--- config.mk ---
export PLATFORM = sky130hd
export DESIGN_NAME = printf_spec_parser_core
export DESIGN_NICKNAME = d
export VERILOG_FILES = /design/src/rtl/core/psp_pkg.sv /design/src/rtl/core/printf_spec_parser_core.sv
export SDC_FILE = /design/constraint.sdc
export NUM_CORES = 1
export LEC_CHECK = 0
export BUFFER_PORTS_ARGS = -buffer_cell sky130_fd_sc_hd__buf_2
export CAP_MARGIN = 20
export CELL_PAD_IN_SITES_DETAIL_PLACEMENT = 0
export CELL_PAD_IN_SITES_GLOBAL_PLACEMENT = 1
export CORE_MARGIN = 10
export CORE_UTILIZATION = 30
export CTS_BUF_LIST = sky130_fd_sc_hd__clkbuf_8 sky130_fd_sc_hd__clkbuf_16
export CTS_CLUSTER_SIZE = 8
export DETAILED_ROUTE_END_ITERATION = 6
export PLACE_DENSITY = 0.64
export SLEW_MARGIN = 15
export SYNTH_ARGS = -nofsm -noshare
export SYNTH_HDL_FRONTEND = slang
export SYNTH_SLANG_ARGS = --single-unit
--- constraint.sdc ---
create_clock -name clk_i -period 8.05 [get_ports clk_i]
set_input_delay 0.805 -clock clk_i [delete_from_list [all_inputs] [get_ports clk_i]]
set_output_delay 0.805 -clock clk_i [all_outputs]
set_load 0.02 [all_outputs]
--- src/rtl/core/psp_pkg.sv ---
// ----------------------------------------------------------------------------
// psp_pkg
// Types, character codes and helpers shared by the printf spec parser.
// ----------------------------------------------------------------------------
`default_nettype none

package psp_pkg;

  // Input transaction: one format character plus the star argument.
  typedef struct packed {
    logic        [7:0]  ch;
    logic signed [31:0] arg_value;
  } psp_in_t;

  // Parsed conversion record.
  typedef struct packed {
    logic               valid_res;
    logic        [7:0]  conv_char;
    logic               flag_hash;
    logic               flag_minus;
    logic               flag_plus;
    logic               flag_space;
    logic               flag_zero;
    logic        [30:0] field_width;
    logic               has_dot;
    logic signed [31:0] precision;
    logic        [3:0]  length_mod;
  } psp_out_t;

  typedef enum logic [3:0] {
    PH_FLAGS  = 4'd0,
    PH_WDIG   = 4'd1,
    PH_WSTAR  = 4'd2,
    PH_DOT    = 4'd3,
    PH_PSTART = 4'd4,
    PH_PDIG   = 4'd5,
    PH_PSTAR  = 4'd6,
    PH_LEN    = 4'd7,
    PH_LENH   = 4'd8,
    PH_LENL   = 4'd9,
    PH_CONV   = 4'd10
  } psp_phase_e;

  // Flag bit positions
  localparam int unsigned FB_HASH  = 0;
  localparam int unsigned FB_MINUS = 1;
  localparam int unsigned FB_PLUS  = 2;
  localparam int unsigned FB_SPACE = 3;
  localparam int unsigned FB_ZERO  = 4;
  localparam int unsigned NumFlags = 5;

  // Length modifier codes
  localparam logic [3:0] LEN_NONE = 4'd0;
  localparam logic [3:0] LEN_HH   = 4'd1;
  localparam logic [3:0] LEN_H    = 4'd2;
  localparam logic [3:0] LEN_L    = 4'd3;
  localparam logic [3:0] LEN_LL   = 4'd4;
  localparam logic [3:0] LEN_J    = 4'd5;
  localparam logic [3:0] LEN_Z    = 4'd6;
  localparam logic [3:0] LEN_T    = 4'd7;
  localparam logic [3:0] LEN_BIGL = 4'd8;

  localparam logic [30:0] SAT_MAX = 31'h7FFF_FFFF;

  localparam logic [7:0] CH_HASH   = "#";
  localparam logic [7:0] CH_MINUS  = "-";
  localparam logic [7:0] CH_PLUS   = "+";
  localparam logic [7:0] CH_SPACE  = " ";
  localparam logic [7:0] CH_ZERO   = "0";
  localparam logic [7:0] CH_ONE    = "1";
  localparam logic [7:0] CH_NINE   = "9";
  localparam logic [7:0] CH_STAR   = "*";
  localparam logic [7:0] CH_DOLLAR = "$";
  localparam logic [7:0] CH_DOT    = ".";
  localparam logic [7:0] CH_LOW_H  = "h";
  localparam logic [7:0] CH_LOW_L  = "l";
  localparam logic [7:0] CH_LOW_J  = "j";
  localparam logic [7:0] CH_LOW_Z  = "z";
  localparam logic [7:0] CH_LOW_T  = "t";
  localparam logic [7:0] CH_UP_L   = "L";
  localparam logic [7:0] CH_LOW_C  = "c";
  localparam logic [7:0] CH_LOW_S  = "s";

  // Supported conversion characters: %cspdiuxXbonfFeEaAgG
  function automatic logic is_conv(input logic [7:0] c);
    logic r;
    unique case (c)
      "%", "c", "s", "p", "d", "i", "u", "x", "X", "b",
      "o", "n", "f", "F", "e", "E", "a", "A", "g", "G": r = 1'b1;
      default:                                          r = 1'b0;
    endcase
    return r;
  endfunction

  // acc * 10 + digit, saturating at SAT_MAX
  function automatic logic [30:0] sat_push(input logic [30:0] acc, input logic [3:0] dig);
    logic [34:0] sum;
    sum = {1'b0, acc, 3'b000} + {3'b000, acc, 1'b0} + {31'd0, dig};
    return (sum > {4'd0, SAT_MAX}) ? SAT_MAX : sum[30:0];
  endfunction

endpackage

`default_nettype wire

--- src/rtl/core/printf_spec_parser_core.sv ---
// ----------------------------------------------------------------------------
// printf_spec_parser_core
// Parses one printf conversion specification, one character per transaction.
// ----------------------------------------------------------------------------
// Feed the characters that follow a '%' one per transaction; the conversion
// character (or NUL, or any unsupported character reached at the conversion
// point) produces one record and returns the parser to its start state.
// Throughput is one character per clock while the output is not stalled:
// each transaction is held in an input register while a single pass of logic
// (one saturating multiply-by-ten add and the phase walk) updates the parse
// state and, on the conversion character, loads the result register. The
// conversion character passes the input register, then the result register.
// Star arguments are sampled from arg_value on the character ending the
// star's digits.
`default_nettype none

module printf_spec_parser_core (
  input  wire logic              clk_i,
  input  wire logic              rst_ni,
  input  wire logic              in_valid_i,
  output logic                   in_stall_o,
  input  wire psp_pkg::psp_in_t  in_data_i,
  output logic                   out_valid_o,
  input  wire logic              out_stall_i,
  output psp_pkg::psp_out_t      out_data_o
);
  import psp_pkg::*;

  // input register
  logic    in_valid_q;
  psp_in_t in_data_q;

  // parse state
  psp_phase_e           phase_q, phase_d;
  logic [NumFlags-1:0]  flags_q, flags_d;
  logic [30:0]          width_q, width_d;
  logic signed [31:0]   prec_q, prec_d;
  logic                 dot_q, dot_d;
  logic                 spn_q, spn_d;
  logic [3:0]           len_q, len_d;

  // result register
  logic     out_valid_q;
  psp_out_t out_data_q;

  logic        advance, process, emit, done;
  logic [7:0]  ch;
  logic [31:0] arg;
  logic        is_dig;
  logic [3:0]  dval;
  logic [30:0] pushed;
  logic [31:0] neg_arg;
  logic        valid_res;

  assign advance    = !out_valid_q || !out_stall_i;
  assign process    = in_valid_q && advance;
  assign in_stall_o = in_valid_q && !advance;

  assign ch      = in_data_q.ch;
  assign arg     = in_data_q.arg_value;
  assign is_dig  = (ch >= CH_ZERO) && (ch <= CH_NINE);
  assign dval    = 4'(ch - CH_ZERO);
  assign neg_arg = 32'd0 - arg;
  // only one digit run can be pushed per character
  assign pushed  = sat_push((phase_q == PH_WDIG) ? width_q : prec_q[30:0], dval);

  always_comb begin
    phase_d = phase_q;
    flags_d = flags_q;
    width_d = width_q;
    prec_d  = prec_q;
    dot_d   = dot_q;
    spn_d   = spn_q;
    len_d   = len_q;
    done    = 1'b0;
    emit    = 1'b0;

    if (phase_d == PH_FLAGS) begin
      done = 1'b1;
      if (ch == CH_HASH) begin
        flags_d[FB_HASH] = 1'b1;
      end else if (ch == CH_MINUS) begin
        flags_d[FB_MINUS] = 1'b1;
      end else if (ch == CH_PLUS) begin
        flags_d[FB_PLUS] = 1'b1;
      end else if (ch == CH_SPACE) begin
        flags_d[FB_SPACE] = 1'b1;
      end else if (ch == CH_ZERO) begin
        flags_d[FB_ZERO] = 1'b1;
      end else if ((ch >= CH_ONE) && (ch <= CH_NINE)) begin
        width_d = {27'd0, dval};
        phase_d = PH_WDIG;
      end else if (ch == CH_STAR) begin
        spn_d   = 1'b0;
        phase_d = PH_WSTAR;
      end else begin
        done    = 1'b0;
        phase_d = PH_DOT;
      end
    end

    if (!done && phase_d == PH_WDIG) begin
      if (is_dig) begin
        width_d = pushed;
        done    = 1'b1;
      end else begin
        phase_d = PH_DOT;
      end
    end

    if (!done && phase_d == PH_WSTAR) begin
      if (is_dig) begin
        if (ch != CH_ZERO) spn_d = 1'b1;
        done = 1'b1;
      end else begin
        if (arg[31]) begin
          flags_d[FB_MINUS] = 1'b1;
          // most negative value has no positive twin: saturate
          width_d = neg_arg[31] ? SAT_MAX : neg_arg[30:0];
        end else begin
          width_d = arg[30:0];
        end
        phase_d = PH_DOT;
        if (spn_d && ch == CH_DOLLAR) done = 1'b1;
      end
    end

    if (!done && phase_d == PH_DOT) begin
      if (ch == CH_DOT) begin
        dot_d   = 1'b1;
        phase_d = PH_PSTART;
        done    = 1'b1;
      end else begin
        phase_d = PH_LEN;
      end
    end

    if (!done && phase_d == PH_PSTART) begin
      done = 1'b1;
      if (ch == CH_STAR) begin
        spn_d   = 1'b0;
        phase_d = PH_PSTAR;
      end else if (is_dig) begin
        prec_d  = {28'd0, dval};
        phase_d = PH_PDIG;
      end else begin
        prec_d  = '0;
        phase_d = PH_LEN;
        done    = 1'b0;
      end
    end

    if (!done && phase_d == PH_PDIG) begin
      if (is_dig) begin
        prec_d = {1'b0, pushed};
        done   = 1'b1;
      end else begin
        phase_d = PH_LEN;
      end
    end

    if (!done && phase_d == PH_PSTAR) begin
      if (is_dig) begin
        if (ch != CH_ZERO) spn_d = 1'b1;
        done = 1'b1;
      end else begin
        prec_d  = arg;
        phase_d = PH_LEN;
        if (spn_d && ch == CH_DOLLAR) done = 1'b1;
      end
    end

    if (!done) begin
      if (phase_d == PH_LEN) begin
        done = 1'b1;
        if (ch == CH_LOW_H) begin
          phase_d = PH_LENH;
        end else if (ch == CH_LOW_L) begin
          phase_d = PH_LENL;
        end else if (ch == CH_LOW_J) begin
          len_d   = LEN_J;
          phase_d = PH_CONV;
        end else if (ch == CH_LOW_Z) begin
          len_d   = LEN_Z;
          phase_d = PH_CONV;
        end else if (ch == CH_LOW_T) begin
          len_d   = LEN_T;
          phase_d = PH_CONV;
        end else if (ch == CH_UP_L) begin
          len_d   = LEN_BIGL;
          phase_d = PH_CONV;
        end else begin
          phase_d = PH_CONV;
          done    = 1'b0;
        end
      end else if (phase_d == PH_LENH) begin
        if (ch == CH_LOW_H) begin
          len_d = LEN_HH;
          done  = 1'b1;
        end else begin
          len_d = LEN_H;
        end
        phase_d = PH_CONV;
      end else if (phase_d == PH_LENL) begin
        if (ch == CH_LOW_L) begin
          len_d = LEN_LL;
          done  = 1'b1;
        end else begin
          len_d = LEN_L;
        end
        phase_d = PH_CONV;
      end
    end

    emit = !done;
  end

  // NUL is not in the conversion set, so it yields an invalid record
  assign valid_res = is_conv(ch) &&
                     !(((ch == CH_LOW_C) || (ch == CH_LOW_S)) && (len_d == LEN_L));

  always_ff @(posedge clk_i or negedge rst_ni) begin
    if (!rst_ni) begin
      in_valid_q <= 1'b0;
    end else if (!in_stall_o) begin
      in_valid_q <= in_valid_i;
    end
  end

  always_ff @(posedge clk_i) begin
    if (in_valid_i && !in_stall_o) begin
      in_data_q <= in_data_i;
    end
  end

  always_ff @(posedge clk_i or negedge rst_ni) begin
    if (!rst_ni) begin
      phase_q <= PH_FLAGS;
      flags_q <= '0;
      width_q <= '0;
      prec_q  <= '0;
      dot_q   <= 1'b0;
      spn_q   <= 1'b0;
      len_q   <= LEN_NONE;
    end else if (process) begin
      if (emit) begin
        phase_q <= PH_FLAGS;
        flags_q <= '0;
        width_q <= '0;
        prec_q  <= '0;
        dot_q   <= 1'b0;
        spn_q   <= 1'b0;
        len_q   <= LEN_NONE;
      end else begin
        phase_q <= phase_d;
        flags_q <= flags_d;
        width_q <= width_d;
        prec_q  <= prec_d;
        dot_q   <= dot_d;
        spn_q   <= spn_d;
        len_q   <= len_d;
      end
    end
  end

  always_ff @(posedge clk_i or negedge rst_ni) begin
    if (!rst_ni) begin
      out_valid_q <= 1'b0;
    end else if (advance) begin
      out_valid_q <= process && emit;
    end
  end

  always_ff @(posedge clk_i) begin
    if (process && emit) begin
      out_data_q.valid_res   <= valid_res;
      out_data_q.conv_char   <= ch;
      out_data_q.flag_hash   <= flags_d[FB_HASH];
      out_data_q.flag_minus  <= flags_d[FB_MINUS];
      out_data_q.flag_plus   <= flags_d[FB_PLUS];
      out_data_q.flag_space  <= flags_d[FB_SPACE];
      out_data_q.flag_zero   <= flags_d[FB_ZERO];
      out_data_q.field_width <= width_d;
      out_data_q.has_dot     <= dot_d;
      out_data_q.precision   <= prec_d;
      out_data_q.length_mod  <= len_d;
    end
  end

  assign out_valid_o = out_valid_q;
  assign out_data_o  = out_data_q;

endmodule

`default_nettype wire

* Word level (Yosys, flattened, before mapping)
Index checks and enable logic that the tools add are counted.
** Word-level totals
- Input port bits :: 44
- Output and inout port bits :: 84
- Register bits after elaboration :: 202
- Word-level logic and storage cells :: 243
** Operators by class
- Multiplexer cells :: 135
- $lt $le $gt $ge :: 4
- Eq/ne operators :: 46
- Add/sub/neg operators :: 4
- Reductions and logical operators :: 32
** Operator list (count)
- 31-bit 2-to-1 mux :: 16
- 32-bit 2-to-1 mux :: 7
- 8-bit by 7-bit equality test with 1-bit output (second input constant) :: 25
- 4-bit 2-to-1 mux :: 34
- 8-bit by 6-bit equality test with 1-bit output (second input constant) :: 9
- 1-bit 2-to-1 mux :: 66
- 34-bit by 32-bit adder with 35-bit output :: 1
- 35-bit by 4-bit adder with 35-bit output :: 1
- 35-bit by 31-bit > comparator with 1-bit output (second input constant) :: 1
- 1-bit by 32-bit subtractor with 32-bit output (first input constant) :: 1
- 20-bit OR reduction :: 1
- 4-bit by 3-bit equality test with 1-bit output (second input constant) :: 4
- 8-bit by 6-bit greater-or-equal comparator with 1-bit output (second input constant) :: 2
- 1-bit logical AND :: 16
- 2-bit 2-to-1 mux :: 8
- 4-bit by 2-bit equality test with 1-bit output (second input constant) :: 3
- 1-bit zero test :: 12
- 5-bit 2-to-1 mux :: 2
- 4-bit by 1-bit equality test with 1-bit output (second input constant) :: 2
- 4-bit equality test (second input constant) :: 2
- 8-bit by 6-bit less-or-equal comparator with 1-bit output (second input constant) :: 1
- 8-bit by 6-bit != test with 1-bit output (second input constant) :: 1
- 3-bit 2-to-1 mux :: 2
- 4-bit zero test :: 1
- other kinds (2) :: 3

* Logic depth before layout (Yosys ltp)
Gate-level depths: netlist of the first run.
- Depth after elaboration :: 36
- Depth in mapped cells :: 19
- Mapped depth without buffers :: 16

* Worst setup path after synthesis of the first run
Ideal clock, no wire load.
- Kind :: flip-flop to flip-flop
- From :: reg in_data_q (netlist bit ch[1])
- To :: reg out_data_q (netlist bit out_data_o[0]) (enable)
- Path slack :: 2.709 ns
- Period minus slack after synthesis :: 5.341 ns
- Buffers on the path :: 2
- Stages on the path, launching flop included :: 12
- Library setup time :: 0.462 ns
- Data arrival time :: 4.880 ns
- Required time :: 7.588 ns
- Path through :: edfxtp_1 -> or4_1 -> o211a_2 -> o21ai_1 -> a2111o_2 -> nand2_1 -> buf_4 -> a31oi_1 -> o31ai_2 -> or3_1 -> buf_2 -> nor2_2
** On the way
- Longest elaborated chain between the ends :: 34
- Elaborated cells on any way between the ends :: 114
- Those cells by class :: 3 x order compare; 24 x eq/ne; 69 x mux; 18 x reduce/logical
** Ends and longest elaborated chain
- start: declaration :: RTL line printf_spec_parser_core.sv:31 : psp_in_t in_data_q;
- start signal: assignment :: RTL line printf_spec_parser_core.sv:232 : in_data_q <= in_data_i;
- 8-bit by 6-bit greater-or-equal comparator with 1-bit output (tied with other cells) :: RTL line printf_spec_parser_core.sv:90 : end else if ((ch >= CH_ONE) && (ch <= CH_NINE)) begin
- 1-bit logical AND / 1-bit 2-to-1 mux (equally long branches) :: RTL line printf_spec_parser_core.sv:90, printf_spec_parser_core.sv:93
- 2-bit 2-to-1 mux / 1-bit 2-to-1 mux (equally long branches) :: RTL line printf_spec_parser_core.sv:90
- 4-bit 2-to-1 mux / 1-bit 2-to-1 mux (equally long branches) :: RTL line printf_spec_parser_core.sv:88 : end else if (ch == CH_ZERO) begin
- 4-bit 2-to-1 mux / 1-bit 2-to-1 mux (equally long branches) :: RTL line printf_spec_parser_core.sv:86 : end else if (ch == CH_SPACE) begin
- 4-bit 2-to-1 mux / 1-bit 2-to-1 mux (equally long branches) :: RTL line printf_spec_parser_core.sv:84 : end else if (ch == CH_PLUS) begin
- 4-bit 2-to-1 mux / 1-bit 2-to-1 mux (equally long branches) :: RTL line printf_spec_parser_core.sv:82 : end else if (ch == CH_MINUS) begin
- 4-bit 2-to-1 mux / 1-bit 2-to-1 mux (equally long branches) :: RTL line printf_spec_parser_core.sv:80 : if (ch == CH_HASH) begin
- (+18 left out)
- 4-bit 2-to-1 mux :: RTL line printf_spec_parser_core.sv:162 : if (!done && phase_d == PH_PSTAR) begin
- 4-bit equality test :: RTL line printf_spec_parser_core.sv:204 : end else if (phase_d == PH_LENL) begin
- 1-bit 2-to-1 mux :: RTL line printf_spec_parser_core.sv:204
- 1-bit 2-to-1 mux :: RTL line printf_spec_parser_core.sv:196 : end else if (phase_d == PH_LENH) begin
- 1-bit 2-to-1 mux :: RTL line printf_spec_parser_core.sv:174 : if (phase_d == PH_LEN) begin
- 1-bit 2-to-1 mux * :: RTL line printf_spec_parser_core.sv:173 : if (!done) begin
- 1-bit zero test * :: RTL line printf_spec_parser_core.sv:215 : emit = !done;
- 1-bit logical AND * :: RTL line printf_spec_parser_core.sv:275 : if (process && emit) begin
- end: declaration :: RTL line printf_spec_parser_core.sv:44 : psp_out_t out_data_q;
Mark *: on every way between the ends. The rest lies on a longest branch, timed or not.
A chain may end at the register's enable or synchronous reset.

* Final worst setup path of the first run
- From :: reg phase_q[1]
- To :: reg width_q[9]
** On the way
- Elaborated cells on any way between the ends :: 76
- Those cells by class :: 2 x add/sub; 1 x order compare; 10 x eq/ne; 48 x mux; 15 x reduce/logical
** RTL lines
- start: declaration :: RTL line printf_spec_parser_core.sv:34 : psp_phase_e phase_q, phase_d;
- start signal: assignment :: RTL line printf_spec_parser_core.sv:255 : phase_q <= phase_d;
- branches (longest 11 deep; another with 34-bit by 32-bit adder with 35-bit output)
- 31-bit 2-to-1 mux * :: RTL line printf_spec_parser_core.sv:111 : if (!done && phase_d == PH_WSTAR) begin
- named net width_d[9] :: RTL line printf_spec_parser_core.sv:36 : logic [30:0] width_q, width_d;
- 31-bit 2-to-1 mux * :: RTL line printf_spec_parser_core.sv:246 : if (emit) begin
- end signal: assignment :: RTL line printf_spec_parser_core.sv:257 : width_q <= width_d;
- end: declaration :: RTL line printf_spec_parser_core.sv:36
Mark *: on every way through the listed nets, which the timed path passes.

==> out/results.tsv, run 1 <==
metric	value	unit
status	finished clean	
Pwr Total	4.65	mW
Setup CP Type	reg -> reg	
asr flop ratio synth	0.396	
Hold Crit Class	in -> async	
CP Cell Sequence	nor4b_4, buf_6, mux2_2, ha_1, ha_1, and4_1, and4_1, o211ai_1, a2111oi_0, o31ai_1, a311oi_1, a21o_1, nor2_1, buf_4, a221oi_1, a22o_1	
H-tree levels	1	
post-DP HPWL	30.4	mm
wire per inst	23.6	um
leakage	6.20	nW
min Tclk post-route	5.92	ns
Final Setup Violations	0	
IO Port Bufs	127	
CP bufs+invs	2	
synth warn	0	
die footprint	0.0502	mm^2
internal power	2.66	mW
post-synth cell types	99	
Setup crit start kind	register	
synthesized flop and latch total	202	
Synth area leaders	edfxtp_1 (29%), dfrtp_1 (16%), ha_1 (6.2%), a21oi_1 (4.3%), nand2_1 (3.8%)	
Std-Cell Rows	74	
Tcrit/Tclk final	0.736	
DRC	0	
clk slew on worst S/H paths	0.07	ns
cell taking the most area after synthesis	edfxtp_1	
diode count	0	
CP Depth	16	
worst-path maximum fanout	17	
Overall Global Routing Usage	0.172	
nets	1439	
clk sinks	202	
CTS tree	done	
sw frac	0.428	
post-CTS setup buffers	0	
Routed Antenna Nets	0	
synthesized area per cell	10.3	um^2
R2R setup slack	2.13	ns
Final Skew	0.0206	ns
first-pass GRT wire length	67.6	mm
Worst Path Arrival	6.41	ns
Worst setup EP type	register	
CP delay by family, top	compound AO/OA/AOI/OAI gates	
Die Height	224	um
CTS Root Cell	clkbuf_16	
Netlist Area Pre-Place	0.0125	mm^2
I/O pins	128	
TritonCTS Buffers	29	
fraction of layout instances using a drive strength above 1	0.190	
Synth-to-Final Area Change	16.6	%
antenna violations before repair	0	
PwrDens	319	mW/mm^2
relative slew slack	0.257	
Worst Reg-to-Reg Cells	16	
DIE WIDTH	224	um
Mapped Cells	1213	
switching pwr	1.99	mW
Post-synth EDFFs	122	
IR Drop Worst-Case VDD	0.116	mV
Slowest-stage cell, CP	a2111oi_0	
CP required	8.54	ns
WHS	0.177	ns
latest clock arrival within the worst-skew pair	0.56	ns
syn_nets	1321	
RSZ-0062 raised after global routing	false	
GPL Wtd Cong	0.892	
combinational power share	0.421	
vias in the first global route	10725	
post-synthesis sequential area ratio	0.453	
via density per instance	5.63	
initial drt markers	944	
largest net degree at the start of global routing	71	
Routed WL	44.5	mm
Max-cap violations	0	
Synth Flop Type	edfxtp_1	
Worst Tran Pin Value	1.11	ns
sequential share of power	0.339	
vias	10598	
largest incremental delay on the critical path	0.65	ns
CTS Hold Bufs	0	
worst-case clock buffer depth	3	
placed cell count	1831	
clock network power share	0.240	
final max-slew violation count	0	
final cell count without fillers	1884	
1st-pass router iterations	5	
share of the synthesized area in the top cell type	0.293	
setup TNS	0	ns
initial core utilization	0.305	
f_max	169	MHz
final count of hold timing violations	0	
grt ovf	0	
Core Region	0.0410	mm^2
cells resized by post-CTS repair	0	
-- worst register-to-register path, delay by kind of cell, from the launching register on --
| kind | cells | cell delay [ns] |
|---|---|---|
| simple gates | 4 | 1.16 |
| flops | 1 | 0.57 |
| fa+ha+maj | 2 | 0.70 |
| mux | 1 | 0.39 |
| compound gates | 7 | 2.51 |
| buf+inv | 2 | 0.50 |
-- layer usage --
metal  track usage  up-vias  routed length (um)
met5             0        -                   0
met4        0.0527        0                1110
met3        0.0293       68                2920
met2         0.270      362               20100
met1         0.238     5252               20400
li1              -     4916                   -
-- logic make-up (layout without fill, tap and decap cells) --
logic type,after synthesis,after routing,synth area share
multiplexers,33,33,0.0293
buffers and inverters,106,245,0.0374
AND/OR/NAND/NOR,321,321,0.131
XOR/XNOR,57,57,0.0406
AO/OA/AOI/OAI,430,430,0.243
adder cells (fa/ha/maj),64,64,0.0653
flip-flops,202,202,0.453
-- cell usage after synthesis, types with 27 or more instances --
cell type and instances:
a22o_1 51, xor2_1 29, a31oi_1 29, xnor2_1 27, clkbuf_1 31, a21oi_1 107, ha_1 62, mux2_2 29
nor2_1 62, o21ai_0 60, nand2_1 128, inv_1 38, edfxtp_1 122, dfrtp_1 80
-- cells in the final DEF, fill, tap and decap left out, drive strengths merged, types with 14 or more instances in the layout --
master / synthesis / layout
ha: 62 / 62
mux2: 29 / 29
a22o: 51 / 51
xor2: 30 / 30
nand3: 21 / 21
inv: 39 / 61
o21ai: 67 / 67
edfxtp: 122 / 122
nor4: 14 / 14
buf: 36 / 154
a31oi: 29 / 29
o21a: 16 / 16
a21oi: 108 / 108
a21o: 16 / 16
a22oi: 15 / 15
dfrtp: 80 / 80
xnor2: 27 / 27
nand2: 128 / 128
a221oi: 15 / 15
nor3: 14 / 14
o31ai: 16 / 16
clkbuf: 31 / 30
nor2: 63 / 63
-- power groups by stage --
stage	combinational (mW)	sequential [mW]	clock, mW
floorplan	1.10	1.75	0
global placement	1.94	1.60	0
detailed placement	1.94	1.59	0
CTS	1.95	1.58	1.15
global route	2.12	1.60	1.19
finish	1.96	1.58	1.12
-- cell type report --
| type | instances | area [um^2] |
|---|---|---|
| clock inverter | 22 | 87.6 |
| fill | 4138 | 26400 |
| inverter | 39 | 146 |
| tap | 532 | 666 |
| timing repair buffer | 154 | 857 |
| sequential | 202 | 5670 |
| multi-input combinational | 905 | 6410 |
| clock buffer | 30 | 739 |
-- stage by stage --
step	setup WS (ns)	util	instance area [um^2]
3_3_place_gp	1.89	0.335	13700
5_1_grt	1.65	0.355	14600
6_report	2.13	0.355	14600
4_1_cts	1.63	0.355	14600
2_1_floorplan	2.71	-	12500
3_5_place_dp	1.67	0.335	13700
-- flip-flops by register name, summed over array words and instances (netlist names) --
name,flops
arg,32
out_valid_o,1
prec_q,32
ch,8
flags_q,5
in_valid_q,1
spn_q,1
out_data_o,82
phase_q,4
dot_q,1
len_q,4
width_q,31
-- final timing paths --
check                                  startpoint                      to
min reg2reg                prec_q[31]$_DFFE_PN0P_  prec_q[31]$_DFFE_PN0P_
max reg2reg                phase_q[1]$_DFFE_PN0P_  width_q[9]$_DFFE_PN0P_
min                                        rst_ni  phase_q[1]$_DFFE_PN0P_
max in group asynchronous                  rst_ni  prec_q[27]$_DFFE_PN0P_
max                        phase_q[1]$_DFFE_PN0P_  width_q[9]$_DFFE_PN0P_
min in group clk_i                   in_data_i[8]        arg[8]$_DFFE_PP_
(Power assumes the default switching activity.)
==> run 2, diff against run 1 <==
- ABC_AREA: not set -> 1
- PLACE_DENSITY: 0.64 -> 0.68
- clock period: 8.05 -> 5.1 ns (I/O delays scaled with it)
==> run 2 against run 1 <==
Maximum frequency is 26% higher. Die area fell by 0.13%. Final area grew 1.8%. Final cell count increased by 17%. Clock skew fell by 0.0019 ns. Power rose by 91%. Flip-flop and latch count unchanged. Clock power up 65%.
==> out/results.tsv, run 2 <==
metric	value	unit	change
Final Skew	0.0186	ns	-0.00194 ns
Netlist Area Pre-Place	0.0125	mm^2	-0.14%
Std-Cell Rows	74		unchanged
latest clock arrival within the worst-skew pair	0.57	ns	about the same
setup TNS	0	ns	unchanged
Final Setup Violations	0		unchanged
1st-pass router iterations	6		+1
Mapped Cells	1514		+25%
Tcrit/Tclk final	0.922		+0.186
Finished Core Util	0.362		+0.00634
post-DP HPWL	30.6	mm	+0.59%
f_max	213	MHz	+26%
worst-path maximum fanout	8		-9
first-pass GRT wire length	67.2	mm	-0.55%
diode count	0		unchanged
Hold Crit Class	in -> reg		
grt ovf	0		unchanged
max reg flops	82		unchanged
clk sinks	202		unchanged
initial drt markers	975		+3.3%
Overall Global Routing Usage	0.171		-0.00165
Post-synth EDFFs	122		unchanged
cell taking the most area after synthesis	edfxtp_1		
IR Drop Worst-Case VDD	0.317	mV	+170%
I/O pins	128		unchanged
Routed Antenna Nets	0		unchanged
clk slew on worst S/H paths	0.06	ns	about the same
syn_nets	1622		+23%
TritonCTS Buffers	30		+3.4%
RSZ-0062 raised after global routing	false		
Max-cap violations	0		unchanged
relative slew slack	0.331		+0.0745
Worst Path Arrival	5.01	ns	-1.40 ns
share of the synthesized area in the top cell type	0.294		+0.000412
antenna violations before repair	0		unchanged
post-synthesis sequential area ratio	0.454		+0.000636
H-tree levels	1		unchanged
DRC	0		unchanged
largest net degree at the start of global routing	59		-17%
Setup crit start kind	register		
Die Height	224	um	about the same
Synth Flop Type	edfxtp_1		
WHS	0.122	ns	-0.0552 ns
status	finished clean		
worst-case clock buffer depth	3		unchanged
fill count	4280		+3.4%
IO Port Bufs	127		unchanged
Synth area leaders	edfxtp_1 (29%), dfrtp_1 (16%), nand2_1 (10%), ha_1 (6.2%), inv_1 (5.9%)		
wire per inst	20.2	um	-15%
final setup margin	0.399	ns	-1.73 ns
die footprint	0.0502	mm^2	-0.13%
final max-slew violation count	0		unchanged
Worst setup EP type	register		
vias in the first global route	11364		+6.0%
CTS tree	done		
most common cell in the netlist	nand2_1		
vias	11343		+7.0%
commonest non-fill, non-tap cell in the layout	nand2_1		
post-synth cell types	52		-47%
synth warn	0		unchanged
via density per instance	5.14		-8.6%
final count of hold timing violations	0		unchanged
asr flop ratio synth	0.396		unchanged
CTS Root Cell	clkbuf_16		
CP required	5.41	ns	-3.13 ns
synthesized flop and latch total	202		unchanged
GPL Wtd Cong	0.860		-3.6%
initial core utilization	0.304		-0.000427
Setup CP Type	reg -> reg		
Synth-to-Final Area Change	18.9	%	
fraction of layout instances using a drive strength above 1	0.159		-0.0307
Core Region	0.0410	mm^2	unchanged
Post-synth top cells	nand2_1 (345), inv_1 (196), edfxtp_1 (122), o21ai_0 (116), nor2_1 (93)		
commonest non-fill, non-tap cells in the layout	nand2_1 (344), inv_1 (213), buf_2 (126)		
synthesized area per cell	8.24	um^2	-20%
pre-CTS setup slack	0.0928	ns	-1.58 ns
min Tclk post-route	4.70	ns	-1.22 ns
Pwr Total	8.88	mW	+91%
Worst Tran Pin Value	1.00	ns	-0.107 ns
DIE WIDTH	224	um	about the same
leakage	7.05	nW	+14%
PwrDens	599	mW/mm^2	+88%
Routed WL	44.5	mm	about the same
nets	1761		+22%
[run 2: cell types whose count changed after synthesis, sizes merged, moves of 17 or more]
cell | previous run | this run
a21oi | 108 | 88
a22o | 51 | 0
inv | 39 | 207
mux2 | 29 | 0
nand2 | 128 | 352
nand3 | 21 | 72
nor2 | 63 | 102
nor3 | 14 | 36
o21ai | 67 | 127
o22ai | 8 | 39
xnor2 | 27 | 10
[run 2: area by class of cell]
type | instances | area (um^2) | area share
Multi-Input combinational cell | 1046 | 5840 | 0.394
Inverter | 207 | 777 | 0.0524
Tap cell | 532 | 666 | 0.0449
Timing Repair Buffer | 166 | 997 | 0.0672
Clock inverter | 21 | 85.1 | 0.00574
Sequential cell | 202 | 5670 | 0.382
Clock buffer | 33 | 803 | 0.0542
[run 2: final timing paths]
path	from	to	slack (ns)	cells past startpoint
max in group asynchronous	rst_ni	width_q[26]$_DFFE_PN0P_	3.52	3
worst max-delay path	phase_q[3]$_DFFE_PN0P_	out_data_o[19]$_DFFE_PP_	0.40	23
worst min register to register	ch[6]$_DFFE_PP_	out_data_o[79]$_DFFE_PP_	0.48	0
min in group asynchronous	rst_ni	width_q[13]$_DFFE_PN0P_	0.50	2
worst min-delay path	in_data_i[5]	arg[5]$_DFFE_PP_	0.12	1
worst max register to register	phase_q[3]$_DFFE_PN0P_	out_data_o[19]$_DFFE_PP_	0.40	23
[run 2: worst max-delay path: stages (launching register included)]
cell,delay (ns)
dfrtp_1,0.39
inv_2,0.11
nand2_2,0.12
nor3_4,0.31
inv_2,0.12
o21ai_2,0.14
inv_1,0.07
fa_1,0.53
inv_1,0.06
ha_1,0.28
nand3_1,0.13
nor3_1,0.06
nor2_1,0.20
o21ai_0,0.18
a21oi_2,0.29
o221ai_1,0.17
xor2_1,0.17
a21oi_1,0.23
buf_4,0.24
nand3_1,0.15
nand2_1,0.09
o31ai_1,0.07
o21ai_0,0.23
inv_1,0.09
[run 2: cell families (layout without fill, tap and decap cells)]
logic type / Yosys count / in the layout / share of synthesized area
XOR/XNOR: 32 / 32 / 0.0225
AND/OR/NAND/NOR: 595 / 595 / 0.208
adder cells (fa/ha/maj): 64 / 64 / 0.0654
flip-flops: 202 / 202 / 0.454
buffers and inverters: 266 / 427 / 0.0825
AO/OA/AOI/OAI: 355 / 355 / 0.168
[run 2: report_power, final]
part	switching [mW]	internal [mW]	total, mW	leakage [nW]
registers	0.274	2.39	2.67	2.26
logic	2.95	1.42	4.36	4.28
clock network	0.747	1.10	1.85	0.506
[run 2: per-layer routing]
metal / track usage / part of all wire / vias up
met5: 0 / 0 / -
met4: 0.0494 / 0.024 / 0
met3: 0.0371 / 0.070 / 65
met2: 0.263 / 0.44 / 433
met1: 0.235 / 0.47 / 5396
li1: - / - / 5449
[run 2: stage by stage]
step	std cells	area (um^2)
2_1_floorplan	1514	12500
3_3_place_gp	2144	13800
3_5_place_dp	2144	13800
4_1_cts	2199	14700
5_1_grt	2207	14800
6_report	2207	14800
[run 2: what timing repair did]
action	4_1_cts	5_1_grt
hold buffers	1	0
resized for setup	0	18
setup endpoints to repair	0	124
endpoints found under the hold margin	39	0
setup buffers	0	5
